## config.mk

```make
export PLATFORM = sky130hd
export DESIGN_NAME = button_debounce_tap_hold_control
export DESIGN_NICKNAME = d
export VERILOG_FILES = /design/src/sv/bdthc_pkg.sv /design/src/sv/button_debounce_tap_hold_control.sv
export VERILOG_INCLUDE_DIRS = /design/src /design/src/sv
export SDC_FILE = /design/constraint.sdc
export NUM_CORES = 1
export LEC_CHECK = 0
export BUFFER_PORTS_ARGS = -buffer_cell sky130_fd_sc_hd__buf_4
export CAP_MARGIN = 20
export CORE_MARGIN = 3
export CORE_UTILIZATION = 50
export CTS_CLUSTER_SIZE = 25
export DETAILED_ROUTE_END_ITERATION = 8
export GPL_TIMING_DRIVEN = 0
export PLACE_DENSITY = 0.73
export SYNTH_ARGS = -nofsm -noshare
export SYNTH_HDL_FRONTEND = slang
export SYNTH_SLANG_ARGS = --single-unit
```

## constraint.sdc

```tcl
create_clock -name clk -period 21.3 [get_ports clk]
set_clock_uncertainty 0.15 [all_clocks]
set_input_delay 1.065 -clock clk [delete_from_list [all_inputs] [get_ports clk]]
set_output_delay 1.065 -clock clk [all_outputs]
set_load 0.02 [all_outputs]
```

## src/sv/assert_macros.svh

```systemverilog
// Assertion macros shared by the RTL of the button tap/hold controller.
// Each macro clocks on clk and is disabled while rst_n is low.
`ifndef ASSERT_MACROS_SVH
`define ASSERT_MACROS_SVH

// Implication checked in the same cycle.
`define ASSERT_SAME(label, ante, cons, msg) \
    label: assert property (@(posedge clk) disable iff (!rst_n) (ante) |-> (cons)) \
        else $error(msg);

// Implication checked in the following cycle.
`define ASSERT_NEXT(label, ante, cons, msg) \
    label: assert property (@(posedge clk) disable iff (!rst_n) (ante) |=> (cons)) \
        else $error(msg);

`endif

```

## src/sv/bdthc_pkg.sv

```systemverilog
// Package for the button tap/hold controller: item types, state codes,
// register indexes and limits. No dependencies.
`default_nettype none

package bdthc_pkg;

    typedef logic [2:0]  state_code_t;
    typedef logic [1:0]  cfg_index_t;
    typedef logic [15:0] ms16_t;
    typedef logic [31:0] ms32_t;

    localparam state_code_t ST_ON    = 3'd0;
    localparam state_code_t ST_KILL  = 3'd1;
    localparam state_code_t ST_START = 3'd2;
    localparam state_code_t ST_IDLE  = 3'd3;
    localparam state_code_t ST_FWD   = 3'd4;
    localparam state_code_t ST_REV   = 3'd5;

    localparam logic OP_POLL  = 1'b0;
    localparam logic OP_WRITE = 1'b1;

    localparam cfg_index_t CFG_PRESS_DEBOUNCE   = 2'd0;
    localparam cfg_index_t CFG_RELEASE_DEBOUNCE = 2'd1;
    localparam cfg_index_t CFG_HOLD_MIN         = 2'd2;

    localparam ms16_t PRESS_DEBOUNCE_RESET   = 16'd68;
    localparam ms16_t RELEASE_DEBOUNCE_RESET = 16'd68;
    localparam ms16_t HOLD_MIN_RESET         = 16'd900;

    localparam logic signed [15:0] ROT_MAX = 16'sh7FFF;
    localparam logic signed [15:0] ROT_MIN = -16'sh8000;

    localparam int NUM_BUTTONS = 3;
    localparam int BTN_START   = 0;
    localparam int BTN_FWD     = 1;
    localparam int BTN_REV     = 2;

    typedef struct packed {
        logic               op;
        logic               start_level;
        logic               fwd_level;
        logic               rev_level;
        logic [15:0]        elapsed_ms;
        logic [2:0]         write_state;
        logic signed [15:0] write_rotations;
    } in_item_t;

    typedef struct packed {
        logic [2:0]         machine_state;
        logic signed [15:0] rotations;
        logic               start_pressed;
        logic               fwd_held;
        logic               rev_held;
    } out_item_t;

endpackage

`default_nettype wire

```

## src/sv/button_debounce_tap_hold_control.sv

```systemverilog
// Stages: an accepted item enters the input register, then one combinational update
// feeds the result register. Throughput: one item per cycle while the result is not stalled.
// in_ready drops only while the input register holds an item and the result is stalled.
// Reset (rst_n low, asynchronous): buttons released, timers and uptime zero,
// state powered on, rotations zero, debounce 68 ms, hold limit 900 ms.
`default_nettype none
`include "assert_macros.svh"

module button_debounce_tap_hold_control
    import bdthc_pkg::*;
(
    input  wire logic       clk,
    input  wire logic       rst_n,
    input  wire logic       in_valid,
    output logic            in_ready,
    input  wire in_item_t   in_item,
    output logic            out_valid,
    input  wire logic       out_ready,
    output out_item_t       out_item,
    input  wire logic       cfg_valid,
    output logic            cfg_ready,
    input  wire cfg_index_t cfg_index,
    input  wire ms16_t      cfg_data
);

    // Configuration
    ms16_t press_db_reg;
    ms16_t release_db_reg;
    ms16_t hold_min_reg;

    // Input stage
    logic     s1_valid_reg;
    in_item_t s1_item_reg;
    logic     advance;

    // Result stage
    logic      out_valid_reg;
    out_item_t out_item_reg;
    out_item_t out_item_next;

    // Controller state
    logic [NUM_BUTTONS-1:0] now_reg, now_next;
    ms32_t                  stable_reg [NUM_BUTTONS];
    ms32_t                  stable_next [NUM_BUTTONS];
    logic                   fwd_acc_reg, fwd_acc_next;
    logic                   rev_acc_reg, rev_acc_next;
    ms32_t                  fwd_start_reg, fwd_start_next;
    ms32_t                  rev_start_reg, rev_start_next;
    ms32_t                  uptime_reg, uptime_next;
    state_code_t            mode_reg, mode_next;
    logic signed [15:0]     rot_reg, rot_next;

    // Update helpers
    logic [NUM_BUTTONS-1:0] level;
    logic [32:0]            stable_sum [NUM_BUTTONS];
    logic [NUM_BUTTONS-1:0] press_ok;
    logic [NUM_BUTTONS-1:0] release_ok;
    logic                   start_release_ok;
    ms32_t                  fwd_len;
    ms32_t                  rev_len;
    logic                   fwd_tap;
    logic                   rev_tap;
    logic signed [15:0]     rot_inc;
    logic signed [15:0]     rot_dec;

    assign advance   = s1_valid_reg && (!out_valid_reg || out_ready);
    assign in_ready  = !s1_valid_reg || advance;
    assign out_valid = out_valid_reg;
    assign out_item  = out_item_reg;
    assign cfg_ready = 1'b1;

    assign level[BTN_START] = s1_item_reg.start_level;
    assign level[BTN_FWD]   = s1_item_reg.fwd_level;
    assign level[BTN_REV]   = s1_item_reg.rev_level;

    assign rot_inc = (rot_reg == ROT_MAX) ? rot_reg : rot_reg + 16'sd1;
    assign rot_dec = (rot_reg == ROT_MIN) ? rot_reg : rot_reg - 16'sd1;

    always_comb
    begin
        now_next       = now_reg;
        fwd_acc_next   = fwd_acc_reg;
        rev_acc_next   = rev_acc_reg;
        fwd_start_next = fwd_start_reg;
        rev_start_next = rev_start_reg;
        uptime_next    = uptime_reg;
        mode_next      = mode_reg;
        rot_next       = rot_reg;
        for (int i = 0; i < NUM_BUTTONS; i++)
        begin
            stable_next[i] = stable_reg[i];
            stable_sum[i]  = {1'b0, stable_reg[i]} + {17'd0, s1_item_reg.elapsed_ms};
        end

        if (s1_item_reg.op == OP_WRITE)
        begin
            mode_next = s1_item_reg.write_state;
            rot_next  = s1_item_reg.write_rotations;
        end
        else
        begin
            uptime_next = uptime_reg + {16'd0, s1_item_reg.elapsed_ms};
            // Sample: a level change restarts the timer, else add and saturate.
            for (int i = 0; i < NUM_BUTTONS; i++)
            begin
                now_next[i] = ~level[i];
                if (now_next[i] != now_reg[i])
                    stable_next[i] = '0;
                else if (stable_sum[i][32])
                    stable_next[i] = '1;
                else
                    stable_next[i] = stable_sum[i][31:0];
            end
        end

        for (int i = 0; i < NUM_BUTTONS; i++)
        begin
            press_ok[i]   = now_next[i] && (stable_next[i] >= {16'd0, press_db_reg});
            release_ok[i] = !now_next[i] && (stable_next[i] >= {16'd0, release_db_reg});
        end
        start_release_ok = !now_next[BTN_START]
                           && (stable_next[BTN_START] >= {16'd0, press_db_reg});
        fwd_len = uptime_next - fwd_start_reg;
        rev_len = uptime_next - rev_start_reg;
        fwd_tap = fwd_len < {16'd0, hold_min_reg};
        rev_tap = rev_len < {16'd0, hold_min_reg};

        // Checks run in order; the last one that sets the state wins.
        if (s1_item_reg.op == OP_POLL)
        begin
            case (mode_reg)
                ST_ON, ST_KILL:
                begin
                    if (press_ok[BTN_START])
                        mode_next = ST_START;
                end
                ST_START:
                begin
                    if (start_release_ok)
                        mode_next = ST_IDLE;
                end
                ST_IDLE, ST_FWD, ST_REV:
                begin
                    if (mode_reg == ST_FWD && fwd_acc_reg && release_ok[BTN_FWD])
                    begin
                        fwd_acc_next = 1'b0;
                        if (fwd_tap)
                            rot_next = rot_inc;
                        else
                        begin
                            rot_next  = '0;
                            mode_next = ST_IDLE;
                        end
                    end
                    if (mode_reg == ST_REV && rev_acc_reg && release_ok[BTN_REV])
                    begin
                        rev_acc_next = 1'b0;
                        if (rev_tap)
                            rot_next = rot_dec;
                        else
                        begin
                            rot_next  = '0;
                            mode_next = ST_IDLE;
                        end
                    end
                    if (press_ok[BTN_START])
                        mode_next = ST_START;
                    if (!fwd_acc_next && press_ok[BTN_FWD])
                    begin
                        fwd_acc_next   = 1'b1;
                        fwd_start_next = uptime_next;
                        mode_next      = ST_FWD;
                    end
                    if (!rev_acc_next && press_ok[BTN_REV])
                    begin
                        rev_acc_next   = 1'b1;
                        rev_start_next = uptime_next;
                        mode_next      = ST_REV;
                    end
                end
                default:
                begin
                    mode_next = ST_ON;
                end
            endcase
        end

        out_item_next.machine_state = mode_next;
        out_item_next.rotations     = rot_next;
        out_item_next.start_pressed = now_next[BTN_START];
        out_item_next.fwd_held      = fwd_acc_next;
        out_item_next.rev_held      = rev_acc_next;
    end

    always_ff @(posedge clk or negedge rst_n)
    begin
        if (!rst_n)
        begin
            press_db_reg   <= PRESS_DEBOUNCE_RESET;
            release_db_reg <= RELEASE_DEBOUNCE_RESET;
            hold_min_reg   <= HOLD_MIN_RESET;
            s1_valid_reg   <= 1'b0;
            out_valid_reg  <= 1'b0;
            now_reg        <= '0;
            for (int i = 0; i < NUM_BUTTONS; i++)
                stable_reg[i] <= '0;
            fwd_acc_reg    <= 1'b0;
            rev_acc_reg    <= 1'b0;
            fwd_start_reg  <= '0;
            rev_start_reg  <= '0;
            uptime_reg     <= '0;
            mode_reg       <= ST_ON;
            rot_reg        <= '0;
        end
        else
        begin
            if (cfg_valid && cfg_ready)
            begin
                case (cfg_index)
                    CFG_PRESS_DEBOUNCE:   press_db_reg   <= cfg_data;
                    CFG_RELEASE_DEBOUNCE: release_db_reg <= cfg_data;
                    CFG_HOLD_MIN:         hold_min_reg   <= cfg_data;
                    default:              ;
                endcase
            end

            if (in_valid && in_ready)
                s1_valid_reg <= 1'b1;
            else if (advance)
                s1_valid_reg <= 1'b0;

            if (advance)
                out_valid_reg <= 1'b1;
            else if (out_ready)
                out_valid_reg <= 1'b0;

            // Commit the item's update together with its result.
            if (advance)
            begin
                now_reg       <= now_next;
                for (int i = 0; i < NUM_BUTTONS; i++)
                    stable_reg[i] <= stable_next[i];
                fwd_acc_reg   <= fwd_acc_next;
                rev_acc_reg   <= rev_acc_next;
                fwd_start_reg <= fwd_start_next;
                rev_start_reg <= rev_start_next;
                uptime_reg    <= uptime_next;
                mode_reg      <= mode_next;
                rot_reg       <= rot_next;
            end
        end
    end

    always_ff @(posedge clk)
    begin
        if (in_valid && in_ready)
            s1_item_reg <= in_item;
        if (advance)
            out_item_reg <= out_item_next;
    end

    `ASSERT_NEXT(a_poll_known_state, advance && s1_item_reg.op == OP_POLL,
        mode_reg <= ST_REV, "poll left an unknown state")
    `ASSERT_SAME(a_fwd_accept_state, $rose(fwd_acc_reg),
        mode_reg == ST_FWD || mode_reg == ST_REV, "forward press without direction state")
    `ASSERT_SAME(a_result_matches_state, out_valid_reg,
        out_item_reg.machine_state == mode_reg && out_item_reg.rotations == rot_reg
        && out_item_reg.fwd_held == fwd_acc_reg && out_item_reg.rev_held == rev_acc_reg,
        "result register out of step with controller state")

endmodule

`default_nettype wire

```

==> flow_summary.ini <==
[layout]
fillers = 4774
area_growth_pct = 11.1
antenna_cells = 0
drive_gt1_share_pct = 7.93
layout_commonest_cell = nand2_1
largest_reg_flops = 96
layout_common_cells = 427 x nand2_1, 352 x o21ai_0, 258 x dfrtp_1
final_nets = 3606
final_area_um2 = 29200

[synth]
synth.area.mux_share_pct = 2.73
syn-cell-area_um2 = 26300
synth_compound_area_share_pct = 24.3
synth-simple-area-share_pct = 18.8
synth-xor-area-share_pct = 5.06
synth-main-ff-cell = dfrtp_1
synth_top_family_by_area = compound AO/OA/AOI/OAI gates
ys_types = 98
synth_fa_ha_area_share_pct = 11.8
yosys_warnings = 0
syn_area_per_cell_um2 = 8.29
async_reset_ff_share_pct = 81.3
synth-edff-count = 61
netlist_instances = 3167
yosysSeqAreaShare_pct = 32.4
synth_nets = 3474
synth-seq-cells = 327

[global_routing]
grt_overflow = 0
grt_pass1_wl_um = 131000
antenna_found_initial = 0
globalRoute.busiestLayer = met2
grt_util_met3_pct = 4.87
grt_pass1_vias = 23500
grtUsageMet2_pct = 47.9
grt_max_degree = 94
track_usage_pct = 29.4
use_met1_pct = 39.0

[clock_network]
clock_latency_ps = 580
cts.sinks = 327
cts_tree = done
cts_max_level = 2
numCtsBuffers = 39
cts_resized = 0
ctsHoldBuffers = 0
root_buffer = clkbuf_16
cts_buffer_depth = 3
clk_pin_slew_worst_paths_ps = 60
post-cts-setup-buffers = 0

[route]
ant_nets = 0
drtIter0Drc = 2339
routed_via_density = 6.19
first_pass_iters = 6
drc = 0
routedWlPerCell_um = 20.9
vias = 24800
drt_wl_total_um = 83800

[die]
pin_count = 87
start_util_pct = 50.9
die_w_um = 235
design.core.area_um2 = 51600
die_area_um2 = 55300
die_h_um = 235
rows = 83

[timing]
fin_hold_ws_ps = 341
worst_slew_pin_slew_ps = 1130
setup-tns-final_ps = 0
hold_viol = 0
period_minus_slack_ps = 9620
timing.final.max_slew_violations = 0
rsz0062_at_grt = no
maxSlewHeadroom_pct = 23.6
setup_violations = 0
fin_crit_sh_pct = 45.2
fmax_mhz = 104

[pwr]
ir_drop_v = 0.0000629
total_power_mw = 3.81
power.density_nw_per_um2 = 131
switchingPower_mw = 1.75
pwr-share-comb_pct = 58.0
seq_power_share_pct = 23.8
swShare_pct = 45.9
clkPwrFrac_pct = 18.2
p_leak_nw = 12.8
p_int_mw = 2.06

[worst_setup_path]
crit_arrival_ps = 9760
crit_fanout = 10
path_class = reg2reg
endpoint_kind = flip-flop
cp-start-kind = flip-flop
critPathRequiredTime_ps = 21440

[outcome]
outcome = complete, no violations

[placed_design]
place_area_um2 = 27800
port_buffers = 85
hpwlAfterDp_um = 64200
gp_congestion = 0.983

[run]
max_cap_violations = 0

[hold_path]
hold_class = in2async
[critical path: stages (launching register included)]
cell       delay, ps
edfxtp_1         310
buf_2            310
buf_1            510
buf_1            750
clkbuf_1         850
nand2_1           90
o21ai_0          300
ha_1             350
clkbuf_1         180
a2111o_1         480
o21a_1           220
o2111ai_1        300
nand2_1          110
xor2_1           150
ha_1             320
a21oi_1          220
o211ai_1         110
or4_1            480
nor4_1           340
nor4bb_1         240
nand3_1          140
nor4_1           370
and4_1           330
nor4b_1          930
o221a_2          360
a21oi_1           90
or2_2            310
[cells in the mapped netlist, types with 27 or more instances]
master,number,area [um2]
a211oi_1,32,240
a21o_1,76,571
a21oi_1,219,1100
a31oi_1,30,188
and2_1,28,175
and3_1,27,169
clkbuf_1,133,499
dfrtp_1,258,6460
edfxtp_1,61,1830
ha_1,239,2990
inv_1,174,653
mux2_2,43,484
nand2_1,427,1600
nand2b_1,28,175
nand3_1,60,300
nand4_1,54,338
nor2_1,197,739
nor3_1,58,290
nor4_1,30,188
o211ai_1,38,285
o21a_1,32,240
o21ai_0,352,1760
xnor2_1,90,788
xor2_1,59,517
[cells by family after synthesis]
family,after synthesis
compound gates,1012
flops,327
simple gates,1030
mux,66
fa+ha+maj,245
buf+inv,336
xor+xnor,150
other cells,1
[per-layer routing]
layer  wire length (um)  up-vias
met2              38300      964
li1                   -    11800
met3               6010      235
met4               3930        0
met1              35600    11800
met5                  0        -
[through the flow]
| step | util [%] | setup slack (ps) | instances |
|---|---|---|---|
| after global routing | 56.5 | 11450 | 4010 |
| after CTS | 56.5 | 11920 | 4010 |
| final | 56.5 | 11680 | 4010 |
| after floorplan | - | 14260 | 3167 |
| after global placement | 53.7 | 11900 | 3932 |
| after detailed placement | 53.9 | 11980 | 3938 |
[power by group through the flow]
stage               Sequential [mW]  Clock (mW)  Combinational (mW)
floorplan                     0.886           0                1.63
global placement              0.908           0                2.13
detailed placement            0.913           0                2.16
CTS                           0.903       0.703                2.17
global route                  0.923       0.727                2.47
finish                        0.907       0.692                2.21
[path summary, 6_finish.rpt]
| kind | cells past startpoint | start | endpoint | slack (ps) |
|---|---|---|---|---|
| setup / recovery | 26 | s1_item_reg[38] | out_item[20] | 11680 |
| hold / removal | 1 | rst_n | rev_start_reg[4] | 340 |
| setup reg to reg | 26 | s1_item_reg[38] | out_item[20] | 11680 |
| hold reg to reg | 1 | s1_valid_reg | out_valid | 340 |
| max in group asynchronous | 3 | rst_n | uptime_reg[27] | 19280 |
| min in group clk | 1 | s1_valid_reg | out_valid | 340 |
[cell type report]
cell class / instances / area, um2 / share of cell area (%)
Buffer: 162 / 648 / 2.22
Timing Repair Buffer: 91 / 738 / 2.53
Multi-Input combinational cell: 2504 / 16500 / 56.4
Inverter: 174 / 653 / 2.24
Clock buffer: 56 / 1140 / 3.92
Sequential cell: 327 / 8500 / 29.1
Tap cell: 680 / 851 / 2.92
Clock inverter: 16 / 176 / 0.605
No activity file was read; power rests on OpenSTA's default activity.
